File: config.mk
export PLATFORM = sky130hd
export DESIGN_NAME = ght_ctrl
export DESIGN_NICKNAME = d
export VERILOG_FILES = /design/src/rtl/ght_pkg.sv /design/src/rtl/ght_ctrl.sv
export SDC_FILE = /design/constraint.sdc
export NUM_CORES = 1
export LEC_CHECK = 0
export BUFFER_PORTS_ARGS = -buffer_cell sky130_fd_sc_hd__buf_4
export CORE_MARGIN = 2
export CORE_UTILIZATION = 30
export DETAILED_ROUTE_END_ITERATION = 8
export MAX_ROUTING_LAYER = met4
export RECOVER_POWER = 100
export SLEW_MARGIN = 20
export SYNTH_ARGS = -nofsm -noshare
export SYNTH_HDL_FRONTEND = slang
export SYNTH_SLANG_ARGS = --single-unit
File: constraint.sdc
create_clock -name clk -period 3.54 [get_ports clk]
set_input_delay 0.531 -clock clk [delete_from_list [all_inputs] [get_ports clk]]
set_output_delay 0.531 -clock clk [all_outputs]
set_load 0.03 [all_outputs]
File: src/rtl/ght_pkg.sv
// package for the generational handle table: payload structs, codes, constants
// used by the controller, datapath, top level and checker; no dependencies
package ght_pkg;

  localparam int unsigned TableEntriesDefault = 4096;
  localparam int unsigned HandleBaseDefault   = 32;

  localparam logic [2:0] REQ_ALLOC  = 3'd0;
  localparam logic [2:0] REQ_LOOKUP = 3'd1;
  localparam logic [2:0] REQ_FULL   = 3'd2;
  localparam logic [2:0] REQ_FREE   = 3'd3;
  localparam logic [2:0] REQ_NEXT   = 3'd4;
  localparam logic [2:0] REQ_OWNER  = 3'd5;

  localparam logic [1:0] ST_OK      = 2'd0;
  localparam logic [1:0] ST_INVALID = 2'd1;
  localparam logic [1:0] ST_FULL    = 2'd2;
  localparam logic [1:0] ST_NONE    = 2'd3;

  localparam logic [15:0] GEN_ALL = 16'hffff;

  typedef struct packed {
    logic [2:0]  req_type;
    logic [31:0] handle_in;
    logic [15:0] obj_type;
    logic [31:0] owner_id;
    logic [31:0] object_ref;
  } ght_req_t;

  typedef struct packed {
    logic [1:0]  status;
    logic [31:0] handle_out;
    logic [31:0] object_out;
  } ght_rsp_t;

  // entry record held in one memory word
  typedef struct packed {
    logic [15:0] kind;
    logic [15:0] gen;
    logic [31:0] owner;
    logic [31:0] obj;
  } ght_entry_t;

  // datapath commands from the controller
  typedef struct packed {
    logic        load_req;    // capture request, set index from handle or start
    logic        wr_alloc;    // write new entry at current index
    logic        wr_free;     // write freed entry (kind 0, object 0 optional)
    logic        clr_obj;     // clear object on free
    logic        link_wr;     // write free-list link
    logic        pop_head;    // free_head <= link data
    logic        push_head;   // free_head <= index
    logic        use_head;    // index <= free_head
    logic        use_append;  // index <= used_count, used_count++
    logic        idx_inc;     // index++
    logic        set_rsp;     // capture response from datapath fields
    logic [1:0]  rsp_status;
    logic        rsp_handle;  // handle_out from entry
    logic        rsp_hin;     // handle_out from request handle
    logic        rsp_obj;     // object_out from entry
  } ght_cmd_t;

  typedef struct packed {
    logic [2:0]  req;
    logic        type_zero;
    logic        handle_zero;
    logic        hi_nonzero;
    logic        dec_ok;      // decoded index valid
    logic        kind_zero;   // entry free
    logic        gen_ok;
    logic        kind_eq;     // entry kind equals obj_type
    logic        free_avail;
    logic        can_append;
    logic        idx_end;     // scan index reached used_count
    logic        owner_hit;
    logic        reuse;       // current alloc takes the free-list head
  } ght_sts_t;

endpackage

File: src/rtl/ght_ctrl.sv
// controller state machine sequencing memory accesses per request
// depends on ght_pkg
module ght_ctrl import ght_pkg::*; (
  input  logic     clk,
  input  logic     rst,
  input  logic     in_valid,
  output logic     in_stall,
  output logic     out_valid,
  input  logic     out_stall,
  input  ght_sts_t sts,
  output ght_cmd_t cmd
);
  localparam logic [2:0] S_IDLE  = 3'd0;
  localparam logic [2:0] S_DEC   = 3'd1;
  localparam logic [2:0] S_RD    = 3'd2;
  localparam logic [2:0] S_EXEC  = 3'd3;
  localparam logic [2:0] S_SCAN  = 3'd4;
  localparam logic [2:0] S_ALLOC = 3'd5;
  localparam logic [2:0] S_LINK  = 3'd6;

  logic [2:0] state, state_next;
  logic       out_valid_next;

  // a new request enters once the previous response is gone or leaving
  assign in_stall = (state != S_IDLE) || (out_valid && out_stall);

  always_comb begin
    cmd            = '0;
    state_next     = state;
    out_valid_next = out_valid && out_stall;
    case (state)
      S_IDLE: begin
        if (in_valid && !in_stall) begin
          cmd.load_req = 1'b1;
          state_next   = S_DEC;
        end
      end
      // pick slot or validate handle; memory read issued on the index
      S_DEC: begin
        if (sts.req == REQ_ALLOC) begin
          if (sts.type_zero) begin
            cmd.set_rsp = 1'b1; cmd.rsp_status = ST_INVALID; state_next = S_IDLE;
            out_valid_next = 1'b1;
          end else if (sts.free_avail) begin
            cmd.use_head = 1'b1; state_next = S_LINK;
          end else if (sts.can_append) begin
            cmd.use_append = 1'b1; state_next = S_ALLOC;
          end else begin
            cmd.set_rsp = 1'b1; cmd.rsp_status = ST_FULL; state_next = S_IDLE;
            out_valid_next = 1'b1;
          end
        end else if (sts.req == REQ_FULL && sts.hi_nonzero) begin
          cmd.set_rsp = 1'b1; cmd.rsp_hin = 1'b1; cmd.rsp_status = ST_OK;
          state_next = S_IDLE; out_valid_next = 1'b1;
        end else if (sts.req == REQ_OWNER) begin
          state_next = S_SCAN;
        end else if (sts.req == REQ_NEXT) begin
          if (sts.handle_zero) begin
            state_next = S_SCAN;
          end else if (sts.dec_ok) begin
            cmd.idx_inc = 1'b1; state_next = S_SCAN;
          end else begin
            cmd.set_rsp = 1'b1; cmd.rsp_status = ST_INVALID; state_next = S_IDLE;
            out_valid_next = 1'b1;
          end
        end else if (sts.req == REQ_LOOKUP || sts.req == REQ_FULL ||
                     sts.req == REQ_FREE) begin
          if (sts.dec_ok) begin
            state_next = S_RD;
          end else begin
            cmd.set_rsp = 1'b1; cmd.rsp_hin = (sts.req == REQ_FULL);
            cmd.rsp_status = ST_INVALID; state_next = S_IDLE; out_valid_next = 1'b1;
          end
        end else begin
          cmd.set_rsp = 1'b1; cmd.rsp_status = ST_INVALID; state_next = S_IDLE;
          out_valid_next = 1'b1;
        end
      end
      // the addressed entry is read in S_DEC; its data is valid from S_RD on
      S_RD: begin
        state_next = S_EXEC;
      end
      S_EXEC: begin
        state_next     = S_IDLE;
        out_valid_next = 1'b1;
        cmd.set_rsp    = 1'b1;
        cmd.rsp_status = ST_INVALID;
        cmd.rsp_hin    = (sts.req == REQ_FULL);
        if (!sts.kind_zero && sts.gen_ok) begin
          if (sts.req == REQ_FULL) begin
            cmd.rsp_status = ST_OK; cmd.rsp_hin = 1'b0; cmd.rsp_handle = 1'b1;
          end else if (sts.req == REQ_LOOKUP && sts.kind_eq) begin
            cmd.rsp_status = ST_OK; cmd.rsp_handle = 1'b1; cmd.rsp_obj = 1'b1;
          end else if (sts.req == REQ_FREE && (sts.type_zero || sts.kind_eq)) begin
            cmd.rsp_status = ST_OK; cmd.rsp_handle = 1'b1; cmd.rsp_obj = 1'b1;
            cmd.wr_free = 1'b1; cmd.clr_obj = 1'b1; cmd.link_wr = 1'b1;
            cmd.push_head = 1'b1;
          end
        end
      end
      // scan: each entry is read in S_SCAN and checked in S_LINK
      S_SCAN: begin
        if (sts.idx_end) begin
          cmd.set_rsp = 1'b1;
          cmd.rsp_status = (sts.req == REQ_OWNER) ? ST_OK : ST_NONE;
          state_next = S_IDLE; out_valid_next = 1'b1;
        end else begin
          state_next = S_LINK;
        end
      end
      // alloc reuse: wait for link and old entry read at the head index; scans check the entry here
      S_LINK: begin
        if (sts.req == REQ_ALLOC) begin
          state_next = S_ALLOC;
        end else if (sts.req == REQ_OWNER) begin
          if (sts.owner_hit) begin
            cmd.wr_free = 1'b1; cmd.link_wr = 1'b1; cmd.push_head = 1'b1;
          end
          cmd.idx_inc = 1'b1; state_next = S_SCAN;
        end else begin
          if (!sts.kind_zero && (sts.type_zero || sts.kind_eq)) begin
            cmd.set_rsp = 1'b1; cmd.rsp_status = ST_OK; cmd.rsp_handle = 1'b1;
            cmd.rsp_obj = 1'b1; state_next = S_IDLE; out_valid_next = 1'b1;
          end else begin
            cmd.idx_inc = 1'b1; state_next = S_SCAN;
          end
        end
      end
      // write the entry; a reused slot pops the free list here
      S_ALLOC: begin
        cmd.wr_alloc = 1'b1; cmd.set_rsp = 1'b1; cmd.rsp_status = ST_OK;
        cmd.pop_head = sts.reuse;
        cmd.rsp_handle = 1'b1; state_next = S_IDLE; out_valid_next = 1'b1;
      end
      default: begin
        state_next = S_IDLE;
      end
    endcase
  end

  always_ff @(posedge clk) begin
    if (rst) begin
      state     <= S_IDLE;
      out_valid <= 1'b0;
    end else begin
      state     <= state_next;
      out_valid <= out_valid_next;
    end
  end
endmodule

; ---- After elaboration in Yosys (flattened, before gate mapping)
; Index checks and enable logic that the tools add are counted.
[word_totals]
ff_bits = 4
inputBits = 19
elab_cells = 129
[classes]
eq_ne = 12
mux = 98
n_reduce_logical = 17
[ops]
columns = cell, n
row1 = $mux 3, 28
row2 = $mux 1, 46
row3 = $pmux 3 s5, 2
row4 = $mux 4, 5
row5 = $mux 2, 8
row6 = $eq 3x3->1 const B, 5
row7 = $eq 3x2->1 const B, 4
row8 = $pmux 1 s2, 6
row9 = $logic_and 1x1->1, 7
row10 = $eq 3x1->1 const B, 2
row11 = $logic_not 3->1, 2
row12 = $mux 5, 1
row13 = $logic_or 1x1->1, 4
row14 = $pmux 1 s4, 1
row15 = $pmux 1 s3, 1
row16 = $reduce_bool 3->1, 1
row17 = $logic_not 1->1, 2
row18 = $ne 2x2->1 const B, 1
row19 = $reduce_or 2->1, 1

; ---- Longest topological paths before layout
[logic_depth]
ltp_word = 9
mapped_depth = 5

; ---- Worst setup path after synthesis
; OpenSTA, ideal clock, no wires.
[synth_path]
kind = input port to output port
start = input sts[14] (netlist name)
end = output cmd[11] (netlist name)
arrival_time_ns = 1.772
path_slack_ns = 1.237
path_stages = 5
n_path_buf = 2
cell_sequence = buf_4 and2b_1 nand3_1 o22ai_1 buf_4
[synth_rtl]
columns = element, line
row1 = "start, declared", ght_ctrl.sv:10  ; input ght_sts_t sts,
row2 = "end, declared", ght_ctrl.sv:11  ; output ght_cmd_t cmd

==> reports/results.ini <==
[status]
outcome = finished, final reports clean

[synth]
syn_nets = 114
synth_edf_count = 0
yosys_warnings = 0
seq_area_frac_synth = 0.117
synth_area_um2 = 682
syn_inst = 95
ys_ff_latch = 4
yosys_most_used_dff = dfxtp_1
ys_async_sr_fraction = 0
yosysUniqueCellTypes = 42
synth_area_per_cell_um2 = 7.18

[floorplan]
start_util = 0.314
die_w_um = 51.7
ios = 37
die_h_um = 51.7
rows = 17
core-area_um2 = 2170
dieArea_um2 = 2670

[worst_setup_path]
cp_top_family = simple AND/OR/NAND/NOR gates
crit_top_cell = nor3b_1
path_class = reg2out
r2r_slack_ps = 1670
critical_path.cell_chain = nor3b_1, nand3_2, nor3b_1, clkbuf_1
slowest_stage = nor3b_1
crit_buf_inv = 1
cp_data_required_time_ps = 3010
startpoint_type = flop
arrival_ps = 2220
max_stage_delay_ps = 670
critical_path_peak_fanout = 12
endpoint_kind = output port

[global_routing]
first_global_vias = 746
grt_overflow_total = 0
grt_max_degree = 16
gr-usage-all-layers = 0.153
antenna_found_initial = 0
grt_pass1_wl_um = 3110

[clocking]
post_cts_resized = 0
h-tree-depth = 1
cts.clk_slew.worst_paths_ps = 40
cts_tree = built
insertion_delay_ps = 230
cts-root-buf = clkbuf_4
post_cts_buffers = 0
clk_path_buf_depth = 2
clock-sinks = 4
cts_buffers = 3
cts-hold-fix-buffers = 0

[cells_and_area]
fin_area_um2 = 877
final_common_cell = buf_4
fillers = 264
layout_common_cells = buf_4, clkbuf_1, nand2_1
antennaDiodeCount = 0
drive_gt1_frac = 0.236
fin_nets = 148
finalCoreUtilization = 0.404
area_growth_pct = 28.6

[timing]
worst_slew_pin_slew_ps = 743
rsz0062_at_grt = false
relSlewSlack = 0.504
fmax_ghz = 0.363
clock_skew_ps = 2.40
slew_viol_final = 0
setup_violations = 0
min_period_ps = 2750
finalSetupTns_ps = 0
fin_crit_sh = 0.778
hold_viol = 0

[route]
wl_met3_um = 104
vias_per_cell = 5.26
wl_per_cell_um = 12.2
wl_met2_um = 914
route.vias.total = 815
wl_met1_um = 872
drc = 0
drt_wl_total_um = 1890
drt_iter0_markers = 20
routed.top_layer = met3
first_pass_iters = 4
postRouteAntennaNets = 0

[pwr]
power_density_nw_per_um2 = 224
ir_drop_v = 0.000197
p_leak_nw = 0.386

[placement]
dp_hpwl_um = 1590
port_buffers = 36
finalWeightedCongestion = 0.920
place_area_um2 = 937

[hold_path]
hold_path.class = in2reg

[flow_run]
drv_cap = 0

-- area by class of cell --
| type | count | area, µm² | share of cell area |
|---|---|---|---|
| multi-input cells | 79 | 514 | 0.586 |
| well taps | 28 | 35.0 | 0.0399 |
| clock buffers | 3 | 22.5 | 0.0257 |
| repair buffers | 36 | 206 | 0.235 |
| flip-flops and latches | 4 | 80.1 | 0.0913 |
| inverters | 5 | 18.8 | 0.0214 |
-- power by group --
group / switching (mW) / internal, mW
Clock: 0.0174 / 0.0378
Sequential: 0.00546 / 0.0483
Combinational: 0.0511 / 0.0362
Total: 0.0739 / 0.122
-- metrics by stage --
step	instances	setup WS, ps	power (mW)	hold slack, ps
floorplan	95	1240	0.113	600
global placement	152	1430	0.151	555
detailed placement	152	1390	0.151	538
CTS	155	1270	0.208	460
global route	155	571	0.213	468
finish	155	785	0.196	467
-- registers in the layout, indices dropped and copies added (netlist names) --
| name | cells |
|---|---|
| out_valid | 1 |
| state | 3 |
-- cells in the mapped netlist, drive strengths merged, types with 3 or more instances --
| cell type | number | area (µm²) |
|---|---|---|
| o21ai | 8 | 40.0 |
| nand2 | 9 | 33.8 |
| nor3b | 3 | 38.8 |
| o31ai | 3 | 22.5 |
| and2b | 4 | 32.5 |
| o211ai | 6 | 45.0 |
| dfxtp | 4 | 80.1 |
| o22ai | 3 | 18.8 |
| o21ba | 3 | 30.0 |
| nor2 | 5 | 21.3 |
| and3 | 4 | 25.0 |
| inv | 5 | 18.8 |
| buf | 6 | 46.3 |
| a21oi | 6 | 30.0 |
-- cells by family (layout without fill, tap and decap cells) --
kind of cell,Yosys count,in the layout,share of synthesized area
XOR/XNOR,1,1,0.0128
buffers and inverters,12,44,0.101
AND/OR/NAND/NOR,38,38,0.360
AO/OA/AOI/OAI,40,40,0.409
flip-flops,4,4,0.117
-- path summary, 6_finish.rpt --
check / from / endpoint / depth (start not counted)
setup / recovery: state[0]$_SDFFE_PP0P_ / cmd[7] / 4
hold / removal: rst / out_valid$_SDFF_PP0_ / 2
setup reg to reg: state[0]$_SDFFE_PP0P_ / state[0]$_SDFFE_PP0P_ / 4
hold reg to reg: out_valid$_SDFF_PP0_ / out_valid$_SDFF_PP0_ / 2
-- worst register-to-register path, delay by kind of cell (launching register included) --
family | cells | cell delay, ps
flops | 1 | 510
simple gates | 3 | 1140
compound gates | 1 | 170
-- metal layers --
layer  GRT usage  vias to the layer above
met5           -                        -
met4      0.0175                        0
met3      0.0345                        0
met2       0.263                       24
met1       0.189                      374
li1            -                      417
No activity file was read; power rests on OpenSTA's default activity.
